**src/rtl/lse_pkg.sv**
```systemverilog
package lse_pkg;

  // Field and register widths.
  localparam int CNT_W     = 3;
  localparam int COEF_W    = 24;
  localparam int X_W       = 16;
  localparam int CFG_IDX_W = 4;
  localparam int CFG_W     = 24;
  localparam int VAL_W     = 28;

  // Internal datapath widths.
  localparam int P_W    = 18;
  localparam int PROD_W = X_W + P_W;
  localparam int FRAC_W = 14;
  localparam int T_W    = PROD_W - FRAC_W;
  localparam int NUM_W  = 25;
  localparam int MAG_W  = 24;
  localparam int RCP_W  = 25;
  localparam int RCP_SH = 25;
  localparam int CPR_W  = COEF_W + P_W;
  localparam int TERM_W = CPR_W - FRAC_W;
  localparam int ACC_W  = 32;

  // Fixed-point one in Q2.14.
  localparam int ONE_Q14 = 16384;

  // Default number of supported terms.
  localparam int DEF_MAX_TERMS = 7;

  // Register indexes of the configuration port.
  localparam logic [CFG_IDX_W-1:0] REG_TERM_COUNT = 4'd0;
  localparam logic [CFG_IDX_W-1:0] REG_COEF_0     = 4'd1;

  // Sequencer states.
  typedef enum logic [3:0] {
    ST_IDLE,
    ST_CHECK,
    ST_SEED_X,
    ST_MUL_X,
    ST_NUM,
    ST_RECIP,
    ST_FIX,
    ST_DRAIN_A,
    ST_DRAIN_B,
    ST_FINISH
  } lse_state_e;

  // Commands from the controller to the datapath.
  typedef struct packed {
    logic             load;
    logic             seed_one;
    logic             seed_x;
    logic             mul_x;
    logic             num;
    logic             recip;
    logic             fix;
    logic             finish;
    logic [CNT_W-1:0] idx;
  } lse_cmd_t;

  // Status from the datapath to the controller.
  typedef struct packed {
    logic             x_oor;
    logic [CNT_W-1:0] n_terms;
  } lse_status_t;

  // Reciprocal floor(2^25 / i) for the exact division by the term index.
  function automatic logic [RCP_W-1:0] recip_of(input logic [CNT_W-1:0] i);
    logic [RCP_W-1:0] r;
    unique case (i)
      3'd2:    r = 25'd16777216;
      3'd3:    r = 25'd11184810;
      3'd4:    r = 25'd8388608;
      3'd5:    r = 25'd6710886;
      3'd6:    r = 25'd5592405;
      3'd7:    r = 25'd4793490;
      default: r = '0;
    endcase
    return r;
  endfunction

endpackage

```
**src/rtl/lse_ctrl.sv**
```systemverilog
module lse_ctrl #(
  parameter int MAX_TERMS = lse_pkg::DEF_MAX_TERMS
) (
  input  logic                clk_i,
  input  logic                rst_ni,
  input  logic                start_i,
  input  lse_pkg::lse_status_t status_i,
  output lse_pkg::lse_cmd_t   cmd_o,
  output logic                busy_o
);
  import lse_pkg::*;

  lse_state_e       state_q, state_d;
  logic [CNT_W-1:0] idx_q, idx_d;

  // State and term index registers.
  always_ff @(posedge clk_i or negedge rst_ni) begin
    if (!rst_ni) begin
      state_q <= ST_IDLE;
      idx_q   <= '0;
    end else begin
      state_q <= state_d;
      idx_q   <= idx_d;
    end
  end

  // Next state and datapath commands.
  always_comb begin
    state_d = state_q;
    idx_d   = idx_q;
    cmd_o   = '0;
    cmd_o.idx = idx_q;
    unique case (state_q)
      ST_IDLE: begin
        idx_d = '0;
        if (start_i) begin
          cmd_o.load = 1'b1;
          state_d    = ST_CHECK;
        end
      end
      ST_CHECK: begin
        if (status_i.x_oor || (status_i.n_terms == '0)) begin
          state_d = ST_FINISH;
        end else begin
          cmd_o.seed_one = 1'b1;
          if (status_i.n_terms == CNT_W'(1)) begin
            state_d = ST_DRAIN_A;
          end else begin
            idx_d   = CNT_W'(1);
            state_d = ST_SEED_X;
          end
        end
      end
      ST_SEED_X: begin
        cmd_o.seed_x = 1'b1;
        if (status_i.n_terms == CNT_W'(2)) begin
          state_d = ST_DRAIN_A;
        end else begin
          idx_d   = CNT_W'(2);
          state_d = ST_MUL_X;
        end
      end
      ST_MUL_X: begin
        cmd_o.mul_x = 1'b1;
        state_d     = ST_NUM;
      end
      ST_NUM: begin
        cmd_o.num = 1'b1;
        state_d   = ST_RECIP;
      end
      ST_RECIP: begin
        cmd_o.recip = 1'b1;
        state_d     = ST_FIX;
      end
      ST_FIX: begin
        cmd_o.fix = 1'b1;
        if (idx_q == (status_i.n_terms - CNT_W'(1))) begin
          state_d = ST_DRAIN_A;
        end else begin
          idx_d   = idx_q + CNT_W'(1);
          state_d = ST_MUL_X;
        end
      end
      ST_DRAIN_A: state_d = ST_DRAIN_B;
      ST_DRAIN_B: state_d = ST_FINISH;
      ST_FINISH: begin
        cmd_o.finish = 1'b1;
        state_d      = ST_IDLE;
      end
      default: state_d = ST_IDLE;
    endcase
  end

  assign busy_o = (state_q != ST_IDLE);

  // A started transaction always leaves the idle state.
  a_start_leaves_idle: assert property (@(posedge clk_i) disable iff (!rst_ni)
    (state_q == ST_IDLE) && start_i |=> (state_q == ST_CHECK))
    else $error("start did not begin a transaction");

  // The recurrence never runs past the clamped term count.
  a_idx_in_range: assert property (@(posedge clk_i) disable iff (!rst_ni)
    cmd_o.fix |-> (idx_q < status_i.n_terms) && (idx_q < CNT_W'(MAX_TERMS)))
    else $error("term index beyond term count");

endmodule

```
**src/rtl/lse_datapath.sv**
```systemverilog
module lse_datapath #(
  parameter int MAX_TERMS = lse_pkg::DEF_MAX_TERMS
) (
  input  logic                                   clk_i,
  input  logic                                   rst_ni,
  input  logic                                   cfg_we_i,
  input  logic [lse_pkg::CFG_IDX_W-1:0]          cfg_index_i,
  input  logic [lse_pkg::CFG_W-1:0]              cfg_data_i,
  input  logic signed [lse_pkg::X_W-1:0]         cos_theta_i,
  input  lse_pkg::lse_cmd_t                      cmd_i,
  output lse_pkg::lse_status_t                   status_o,
  output logic signed [lse_pkg::VAL_W-1:0]       series_value_o,
  output logic                                   beyond_one_o,
  output logic                                   done_o
);
  import lse_pkg::*;

  localparam int IdxW = (MAX_TERMS > 1) ? $clog2(MAX_TERMS) : 1;

  // Configuration registers.
  logic [CNT_W-1:0]         term_count_q;
  logic signed [COEF_W-1:0] coef_q [MAX_TERMS];

  // Recurrence registers.
  logic signed [X_W-1:0]    x_q;
  logic signed [P_W-1:0]    pm1_q, pm2_q, p_q;
  logic signed [PROD_W-1:0] prod_q;
  logic                     neg_q;
  logic [MAG_W-1:0]         mag_q, qe_q;

  // Weighting and accumulation registers.
  logic                     pv_q, prv_q;
  logic [IdxW-1:0]          pidx_q;
  logic signed [CPR_W-1:0]  cprod_q;
  logic signed [ACC_W-1:0]  acc_q;

  // Result registers.
  logic                     done_q, oor_q;
  logic signed [VAL_W-1:0]  val_q;

  // Combinational helpers.
  logic                     x_oor;
  logic signed [T_W-1:0]    t_w;
  logic [3:0]               a_w;
  logic [CNT_W-1:0]         b_w;
  logic signed [NUM_W-1:0]  num_w;
  logic [MAG_W+RCP_W-1:0]   rprod_w;
  logic [MAG_W+CNT_W-1:0]   qi_w;
  logic [MAG_W-1:0]         rem_w, rem_fix_w, q_w;
  logic                     rem_ge_w;
  logic signed [P_W-1:0]    p_fix_w;
  logic signed [ACC_W-1:0]  sum_next_w;
  logic signed [VAL_W-1:0]  sat_w;

  // Configuration writes; indexes beyond the register list are ignored.
  always_ff @(posedge clk_i or negedge rst_ni) begin
    if (!rst_ni) begin
      term_count_q <= '0;
      for (int k = 0; k < MAX_TERMS; k++) begin
        coef_q[k] <= '0;
      end
    end else if (cfg_we_i) begin
      if (cfg_index_i == REG_TERM_COUNT) begin
        term_count_q <= cfg_data_i[CNT_W-1:0];
      end
      for (int k = 0; k < MAX_TERMS; k++) begin
        if (cfg_index_i == (REG_COEF_0 + CFG_IDX_W'(k))) begin
          coef_q[k] <= $signed(cfg_data_i[COEF_W-1:0]);
        end
      end
    end
  end

  // Range check and clamped term count for the controller.
  assign x_oor = (x_q > X_W'(ONE_Q14)) || (x_q < -X_W'(ONE_Q14));
  assign status_o.x_oor   = x_oor;
  assign status_o.n_terms = (term_count_q > CNT_W'(MAX_TERMS)) ? CNT_W'(MAX_TERMS)
                                                               : term_count_q;

  // Numerator (2i-1)*t - (i-1)*P(i-2).
  assign t_w   = prod_q[PROD_W-1:FRAC_W];
  assign a_w   = {cmd_i.idx, 1'b0} - 4'd1;
  assign b_w   = cmd_i.idx - CNT_W'(1);
  assign num_w = NUM_W'(t_w) * NUM_W'($signed({1'b0, a_w}))
               - NUM_W'(pm2_q) * NUM_W'($signed({1'b0, b_w}));

  // Quotient estimate by reciprocal, then one correction step.
  assign rprod_w   = MAG_W'(mag_q) * recip_of(cmd_i.idx);
  assign qi_w      = qe_q * cmd_i.idx;
  assign rem_w     = mag_q - qi_w[MAG_W-1:0];
  assign rem_ge_w  = (rem_w >= MAG_W'(cmd_i.idx));
  assign rem_fix_w = rem_ge_w ? (rem_w - MAG_W'(cmd_i.idx)) : rem_w;
  assign q_w       = qe_q + MAG_W'(rem_ge_w);
  assign p_fix_w   = neg_q ? -$signed(q_w[P_W-1:0]) : $signed(q_w[P_W-1:0]);

  // Accumulate the shifted weighted term, sign-extended to the accumulator.
  assign sum_next_w = acc_q + ACC_W'($signed(cprod_q[CPR_W-1:FRAC_W]));

  // Saturate the exact sum to the result width.
  always_comb begin
    if (acc_q[ACC_W-1:VAL_W-1] == '0 || acc_q[ACC_W-1:VAL_W-1] == '1) begin
      sat_w = acc_q[VAL_W-1:0];
    end else if (acc_q[ACC_W-1]) begin
      sat_w = {1'b1, {(VAL_W-1){1'b0}}};
    end else begin
      sat_w = {1'b0, {(VAL_W-1){1'b1}}};
    end
  end

  // Control flags of the term pipeline and the result strobe.
  always_ff @(posedge clk_i or negedge rst_ni) begin
    if (!rst_ni) begin
      pv_q   <= 1'b0;
      prv_q  <= 1'b0;
      done_q <= 1'b0;
    end else begin
      pv_q   <= cmd_i.seed_one || cmd_i.seed_x || cmd_i.fix;
      prv_q  <= pv_q;
      done_q <= cmd_i.finish;
    end
  end

  // Recurrence, weighting and result payload.
  always_ff @(posedge clk_i) begin
    if (cmd_i.load) begin
      x_q   <= cos_theta_i;
      pm2_q <= P_W'(ONE_Q14);
      pm1_q <= P_W'(cos_theta_i);
      acc_q <= '0;
    end else if (prv_q) begin
      acc_q <= sum_next_w;
    end
    if (cmd_i.mul_x) begin
      prod_q <= PROD_W'(x_q) * PROD_W'(pm1_q);
    end
    if (cmd_i.num) begin
      neg_q <= num_w[NUM_W-1];
      mag_q <= num_w[NUM_W-1] ? MAG_W'(-num_w) : MAG_W'(num_w);
    end
    if (cmd_i.recip) begin
      qe_q <= rprod_w[RCP_SH +: MAG_W];
    end
    if (cmd_i.seed_one) begin
      p_q <= P_W'(ONE_Q14);
    end else if (cmd_i.seed_x) begin
      p_q <= P_W'(x_q);
    end else if (cmd_i.fix) begin
      p_q   <= p_fix_w;
      pm2_q <= pm1_q;
      pm1_q <= p_fix_w;
    end
    if (cmd_i.seed_one || cmd_i.seed_x || cmd_i.fix) begin
      pidx_q <= cmd_i.idx[IdxW-1:0];
    end
    if (pv_q) begin
      cprod_q <= CPR_W'(coef_q[pidx_q]) * CPR_W'(p_q);
    end
    if (cmd_i.finish) begin
      oor_q <= x_oor;
      val_q <= x_oor ? '0 : sat_w;
    end
  end

  assign series_value_o = val_q;
  assign beyond_one_o   = oor_q;
  assign done_o         = done_q;

  // An argument beyond one always reports a zero value.
  a_oor_zero: assert property (@(posedge clk_i) disable iff (!rst_ni)
    done_q && oor_q |-> (val_q == '0))
    else $error("out of range result with nonzero value");

  // The corrected remainder of the division stays below the divisor.
  a_div_exact: assert property (@(posedge clk_i) disable iff (!rst_ni)
    cmd_i.fix |-> (rem_fix_w < MAG_W'(cmd_i.idx)))
    else $error("division by term index needs more than one correction");

endmodule

```
**src/rtl/legendre_series_evaluator_unit.sv**
```systemverilog
// Legendre series evaluator.
// Computes sum of coef_i * P_i(x) for i below term_count, with x = cos_theta_i in
// signed Q2.14 and the result in signed Q12.16, saturated to 28 bits.
// Configuration: cfg_we_i writes cfg_data_i into register cfg_index_i at the clock
// edge (0 = term_count, 1..7 = coef_0..coef_6); other indexes are ignored. Write
// only while busy_o is low and no result is pending.
// Input: a transaction is taken at a clock edge with start_i high and busy_o low.
// Output: done_o is high for exactly one cycle with series_value_o and
// beyond_one_o; the receiver cannot stall, so the result must be taken then.
// Sequence: busy_o stays high through the check and finish states when the
// argument is beyond one or the clamped term count n is zero; otherwise also
// through two drain states, a seed state for n >= 2 and one recurrence step per
// term from the third on. Each step runs through its multiply, numerator,
// reciprocal multiply and correction registers in turn. The result strobe
// appears in the first cycle with busy_o low, and start_i is taken in that cycle.
// Reset clears the sequencer, the result strobe and all configuration registers.
module legendre_series_evaluator_unit #(
  parameter int MAX_TERMS = lse_pkg::DEF_MAX_TERMS
) (
  input  logic                             clk_i,
  input  logic                             rst_ni,
  input  logic                             cfg_we_i,
  input  logic [lse_pkg::CFG_IDX_W-1:0]    cfg_index_i,
  input  logic [lse_pkg::CFG_W-1:0]        cfg_data_i,
  input  logic                             start_i,
  output logic                             busy_o,
  input  logic signed [lse_pkg::X_W-1:0]   cos_theta_i,
  output logic                             done_o,
  output logic signed [lse_pkg::VAL_W-1:0] series_value_o,
  output logic                             beyond_one_o
);
  import lse_pkg::*;

  lse_cmd_t    cmd;
  lse_status_t status;

  // Sequencer.
  lse_ctrl #(
    .MAX_TERMS(MAX_TERMS)
  ) u_ctrl (
    .clk_i   (clk_i),
    .rst_ni  (rst_ni),
    .start_i (start_i),
    .status_i(status),
    .cmd_o   (cmd),
    .busy_o  (busy_o)
  );

  // Arithmetic and configuration storage.
  lse_datapath #(
    .MAX_TERMS(MAX_TERMS)
  ) u_datapath (
    .clk_i         (clk_i),
    .rst_ni        (rst_ni),
    .cfg_we_i      (cfg_we_i),
    .cfg_index_i   (cfg_index_i),
    .cfg_data_i    (cfg_data_i),
    .cos_theta_i   (cos_theta_i),
    .cmd_i         (cmd),
    .status_o      (status),
    .series_value_o(series_value_o),
    .beyond_one_o  (beyond_one_o),
    .done_o        (done_o)
  );

  // A result is only shown once the sequencer has returned to idle.
  a_done_when_idle: assert property (@(posedge clk_i) disable iff (!rst_ni)
    done_o |-> !busy_o)
    else $error("result strobe while busy");

  // Each transaction yields one strobe; two never follow each other directly.
  a_done_single: assert property (@(posedge clk_i) disable iff (!rst_ni)
    done_o |=> !done_o)
    else $error("result strobe longer than one cycle");

endmodule
```
**config.mk**
```make
export PLATFORM = sky130hd
export DESIGN_NAME = legendre_series_evaluator_unit
export DESIGN_NICKNAME = d
export VERILOG_FILES = /design/src/rtl/lse_pkg.sv /design/src/rtl/lse_ctrl.sv /design/src/rtl/lse_datapath.sv /design/src/rtl/legendre_series_evaluator_unit.sv
export SDC_FILE = /design/constraint.sdc
export NUM_CORES = 2
export LEC_CHECK = 0
export BUFFER_PORTS_ARGS = -buffer_cell sky130_fd_sc_hd__buf_4
export CAP_MARGIN = 20
export CORE_MARGIN = 10
export CORE_UTILIZATION = 45
export DETAILED_ROUTE_END_ITERATION = 16
export PLACE_DENSITY_LB_ADDON = 0.15
export SYNTH_ARGS = -nofsm -noshare
export SYNTH_HDL_FRONTEND = slang
export SYNTH_SLANG_ARGS = --single-unit
```
**constraint.sdc**
```tcl
create_clock -name clk_i -period 8.5 [get_ports clk_i]
set_input_delay 0.85 -clock clk_i [delete_from_list [all_inputs] [get_ports clk_i]]
set_output_delay 0.85 -clock clk_i [all_outputs]
set_load 0.02 [all_outputs]
```
After elaboration in Yosys (flattened, before gate mapping) --
Cells that the tools add are included.
Storage, ports and cells: register bits after elaboration 440, latch bits 0, memory bits (writable) 0, memory bits (read-only) 0, input port bits 48, word-level logic and storage cells 140, memories 0
Operators by class: add/sub/neg operators 10, multiply operators 6, div/mod/pow operators 0, $lt $le $gt $ge 5, eq/ne operators 31, shifts and indexed selects 0, mux-type cells 40, bitwise gates (word level) 1, reduce and logical (&&, ||, !) cells 21
Operators by type and width (count):
- two-way mux 18 bit | 11
- case mux 25 bit (6 select lines) | 1
- binary-select mux 24 bit (select 3 bit) | 1
- two-way mux 24 bit | 3
- two-way mux 28 bit | 2
- multiplier 24 x 25 -> 49 bit | 1
- multiplier 24 x 18 -> 42 bit | 1
- case mux 4 bit (9 select lines) | 1
- multiplier 16 x 18 -> 34 bit | 1
- adder 32 x 28 -> 32 bit | 1
- == test 4 x 3 -> 1 bit, second input constant | 8
- multiplier 20 x 5 -> 25 bit | 1
- subtractor 25 x 22 -> 25 bit | 1
- >= comparator 24 x 3 -> 1 bit | 1
- multiplier 24 x 3 -> 24 bit | 1
- two-way mux 3 bit | 8
- negator 24 bit | 1
- subtractor 24 bit | 1
- multiplier 18 x 4 -> 22 bit | 1
- adder 18 x 1 -> 18 bit | 1
- negator 18 bit | 1
- == test 4 x 2 -> 1 bit, second input constant | 4
- greater-than comparator 16 bit, second input constant | 1
- < comparator 16 x 15 -> 1 bit, second input constant | 1
- other kinds (25) | 60

Longest topological paths before layout --
word-level depth 9, gate-level depth with buffers 34, depth with buffers taken out 30

Modules after synthesis --
A second synthesis with hierarchy kept.
Unflattened totals: cells, all modules 6913, area total of the unflattened synthesis 66700.2 sq um
Modules (own cells, without submodules):
- lse_datapath | instances 1, cells each 6831, area an instance 66034.6 sq um, seq. area each 10430.0 sq um
- lse_ctrl | instances 1, cells each 82, area an instance 665.6 sq um, seq. area each 175.2 sq um

Worst setup path before layout --
OpenSTA, ideal clock, no wires.
path type register -> register, from reg u_ctrl.idx_q[2], to reg u_datapath.qe_q[23] (data pin), arrival time 8.215 ns, required time 8.241 ns, path slack 0.026 ns, cell stages (with the launch flop) 29, clock period less this slack 8.474 ns, cell sequence dfrtp_1 > clkbuf_1 > inv_1 > buf_1 > ha_1 > buf_2 > o311ai_1 > clkbuf_1 > a21oi_1 > fa_1 > fa_1 > fa_1 > inv_1 > fa_1 > inv_1 > fa_1 > inv_1 > fa_1 > inv_1 > fa_1 > ha_1 > nand4_1 > or2_1 > nor3_1 > a2111oi_2 > or3_1 > a211oi_1 > nor2_1 > a211o_1
Between the ends: longest elaborated chain between the ends 3, elaborated cells on any way between the ends 8
Ends and longest elaborated chain:
- from (decl) | RTL line lse_ctrl.sv:14 | logic [CNT_W-1:0] idx_q, idx_d;
- from (signal assigned) | RTL line lse_ctrl.sv:23 | idx_q <= idx_d;
- == test 3 bit / == test 3 x 2 -> 1 bit (equally long branches) | RTL line lse_pkg.sv:70 | unique case (i)
- case mux 25 bit (6 select lines) (*) | RTL line lse_pkg.sv:70
- multiplier 24 x 25 -> 49 bit (*) | RTL line lse_datapath.sv:88 | assign rprod_w = MAG_W'(mag_q) * recip_of(cmd_i.idx);
- net u_datapath.rprod_w[48] | RTL line lse_datapath.sv:47 | logic [MAG_W+RCP_W-1:0] rprod_w;
- to (signal assigned) | RTL line lse_datapath.sv:141 | qe_q <= rprod_w[RCP_SH +: MAG_W];
- to (decl) | RTL line lse_datapath.sv:29 | logic [MAG_W-1:0] mag_q, qe_q;
The timed path passes the listed nets; every way through them passes the cells marked *. A chain may end at the register's enable or synchronous reset.

Worst setup path in the final report --
from reg u_ctrl.idx_q[0], to reg u_datapath.qe_q[20] (data pin)
The elaborated chain is that of the path after synthesis.

==> results.yml <==
status:
  status: "finished, final reports clean"
logic_synthesis:
  synth_edf_count: 145
  synthesis.area_mm2: 0.0668
  syn_nets: 8695
  async_flop_share_pct: 43.9
  yosysUniqueCellTypes: 109
  yosysSeqAreaShare_pct: 15.9
  syn_area_per_cell_um2: 9.70
  synth-seq-cells: 412
  yosys_warnings: 0
  syn-instance-count: 6888
  synth-main-ff-cell: "dfrtp_1"
global_route:
  use_met3_pct: 4.11
  antenna_found_initial: 11
  track_usage_pct: 24.0
  use_met2_pct: 38.2
  grt_pass1_wl_mm: 303
  gr-usage-met1_pct: 34.4
  grt.busiest_layer: "met2"
  grt_pass1_vias: 50000
  grt_max_degree: 84
  gr-total-overflow: 0
clocking:
  cts_tree: "built"
  cts_root_buffer: "clkbuf_16"
  h-tree-depth: 2
  clkSlewWorstSetupHoldPaths_ps: 60
  cts_hold_buffers: 0
  clock_latency_ps: 660
  numCtsBuffers: 50
  cts_sinks: 412
  clockBufferDepth: 3
finish:
  final_cell_area_mm2: 0.0726
  fin_nets: 8780
  instances_no_fill: 8944
  nFillCells: 13900
  area_growth_syn_to_layout_pct: 8.69
  utilization_pct: 49.2
  drive_above_1_share_pct: 9.97
sta:
  slew_viol_final: 0
  hold_viol: 0
  worst_slew_pin_slew_ps: 1140
  slew_headroom_pct: 24.2
  timing.final.crit_period_ps: 8210
  fmax_mhz: 122
  timing.final.crit_share_pct: 96.6
  setup_violations: 0
  fin_ws_ps: 285
  worst_clock_skew_ps: 61.7
place:
  hpwl_mm: 163
  port_buffers: 78
  place_area_mm2: 0.0708
  dpl_worst_slack_ps: -50.5
  routabilityCongestion: 1.03
  placed_cells: 8848
critical_path:
  r2r_setup_slack_ps: 290
  cp-end-kind: "register"
  critical_path.startpoint: "u_ctrl.idx_q[0]"
  critical_path_class: "reg -> reg"
  crit_path_start_kind: "register"
  crit-reg2reg-launch: "u_ctrl.idx_q[0]"
  r2r-end: "u_datapath.qe_q[20]"
  worstPathRequired_ps: 8860
  crit_fanout: 9
  cp.arrival_ps: 8580
  cp_slowest_cell: "fa_1"
  worstSetupEndpoint: "u_datapath.qe_q[20]"
  reg2reg_depth: 29
  slowest_delay_ps: 550
  crit_path_frequent_cell: "fa_1"
hold_path:
  hp-class: "in -> async"
floorplanning:
  dieArea_mm2: 0.164
  start_util_pct: 45.3
  die_width_um: 405
  die_h_um: 405
  rows: 141
  io_pins: 79
  fp.coreArea_mm2: 0.148
drt:
  ant_nets: 0
  wl_per_cell_um: 21.6
  drt-pass1-iter-count: 5
  via_per_inst: 5.27
  totalWireLength_mm: 193
  vias: 47100
  remaining_drc_errors: 0
  drt_iter0_drc: 3035
job:
  max_cap_viol_count: 0
kinds of logic (layout without fill, tap and decap cells):
group	after synthesis	after routing	synth area share [%]
adder cells (fa/ha/maj)	1759	1759	47.1
flip-flops	412	412	15.9
multiplexers	261	261	4.69
AND/OR/NAND/NOR	1717	1717	12.3
buffers and inverters	1841	1965	10.4
XOR/XNOR	195	195	2.59
other	0	2	0
AO/OA/AOI/OAI	703	703	6.98
layer usage:
metal,routed length [um],vias up
met2,88000,1199
met3,13500,222
met4,4720,2
met1,87100,24300
li1,-,21400
met5,13,-
timing repair:
action / CTS / global route
pin swaps: 0 / 3
buffers inserted: 0 / 1
setup endpoints to repair: 4 / 23
resized for setup: 3 / 21
how the worst min path moves through the flow:
stage | startpoint | to | slack [ps]
finish | rst_ni | u_datapath.prv_q | 250
global placement | u_datapath.coef_q[144] | u_datapath.coef_q[144] | 480
detailed placement | u_datapath.coef_q[85] | u_datapath.coef_q[85] | 490
global route | rst_ni | u_datapath.prv_q | 290
floorplan | u_datapath.pm2_q[1] | u_datapath.pm2_q[1] | 470
CTS | rst_ni | u_datapath.coef_q[164] | 270
layout by cell type (no fill, tap or decap), types with 50 or more instances in the layout:
cell type  count
inv_1       1553
fa_1        1264
nand2_1      793
ha_1         492
and2_1       313
buf_4        293
a21oi_1      213
nor2_1       198
dfrtp_1      180
mux2_2       172
edfxtp_1     145
o21ai_0      126
xnor2_1      124
dfxtp_1       86
nand2b_1      81
xor2_1        68
nor3_1        64
mux2i_1       61
a21o_1        54
clkbuf_16     50
cell usage after synthesis, drive strengths merged, types with 18 or more instances:
| cell | count | area, um2 |
|---|---|---|
| a21o | 55 | 420 |
| o21ai | 154 | 778 |
| nor3 | 72 | 375 |
| nand4 | 22 | 144 |
| o211ai | 26 | 200 |
| or2 | 36 | 225 |
| buf | 34 | 176 |
| a22o | 18 | 158 |
| nand3 | 44 | 220 |
| nand2b | 82 | 516 |
| xnor2 | 124 | 1090 |
| a211oi | 30 | 253 |
| mux2 | 176 | 1980 |
| and2 | 314 | 1960 |
| and3 | 40 | 250 |
| a21oi | 221 | 1120 |
| nor2b | 46 | 288 |
| fa | 1264 | 25300 |
| ha | 495 | 6190 |
| dfrtp | 181 | 4530 |
| a31oi | 24 | 165 |
| dfxtp | 86 | 1720 |
| clkbuf | 251 | 942 |
| xor2 | 70 | 621 |
| o21a | 23 | 173 |
| nand2 | 793 | 2980 |
| nor2 | 201 | 757 |
| mux4 | 24 | 541 |
| mux2i | 61 | 611 |
| edfxtp | 145 | 4350 |
| inv | 1554 | 5830 |
through the flow:
| step | hold WS, ps | setup TNS [ps] |
|---|---|---|
| detailed placement | 488 | -61.2 |
| global route | 295 | -25.6 |
| CTS | 267 | -16.9 |
| finish | 251 | 0 |
| floorplan | 471 | 0 |
| global placement | 481 | 0 |
layout make-up:
type / instances / area, um2 / share of cell area (%)
inverter: 1556 / 5840 / 8.04
sequential: 412 / 10600 / 14.6
clock inverter: 26 / 283 / 0.389
clock buffer: 65 / 1380 / 1.90
timing repair buffer: 318 / 2670 / 3.68
multi-input combinational: 4635 / 49400 / 68.1
tap: 1930 / 2410 / 3.33
antenna: 2 / 5.00 / 0.00689
critical path: cells and delay by family (launching register included):
| family | cells | cell delay, ps |
|---|---|---|
| adders and majority gates | 9 | 4100 |
| AOI/OAI and AO/OA | 7 | 1150 |
| buffers and inverters | 8 | 930 |
| and+or+nand+nor | 5 | 1300 |
| DFF | 1 | 420 |
flip-flops by register name, indices dropped and copies added, names as in the netlist, 4 cells and up:
signal	cells
u_datapath.pm2_q	18
u_datapath.series_value_o	28
u_datapath.prod_q	20
u_datapath.mag_q	24
u_datapath.coef_q	168
u_datapath.pm1_q	18
u_ctrl.state_q	4
u_datapath.cprod_q	28
u_datapath.acc_q	32
u_datapath.x_q	16
u_datapath.qe_q	24
u_datapath.p_q	18
Power is not shown: default switching activity piles up to over one toggle a cycle in this logic, so the estimate is an artifact.
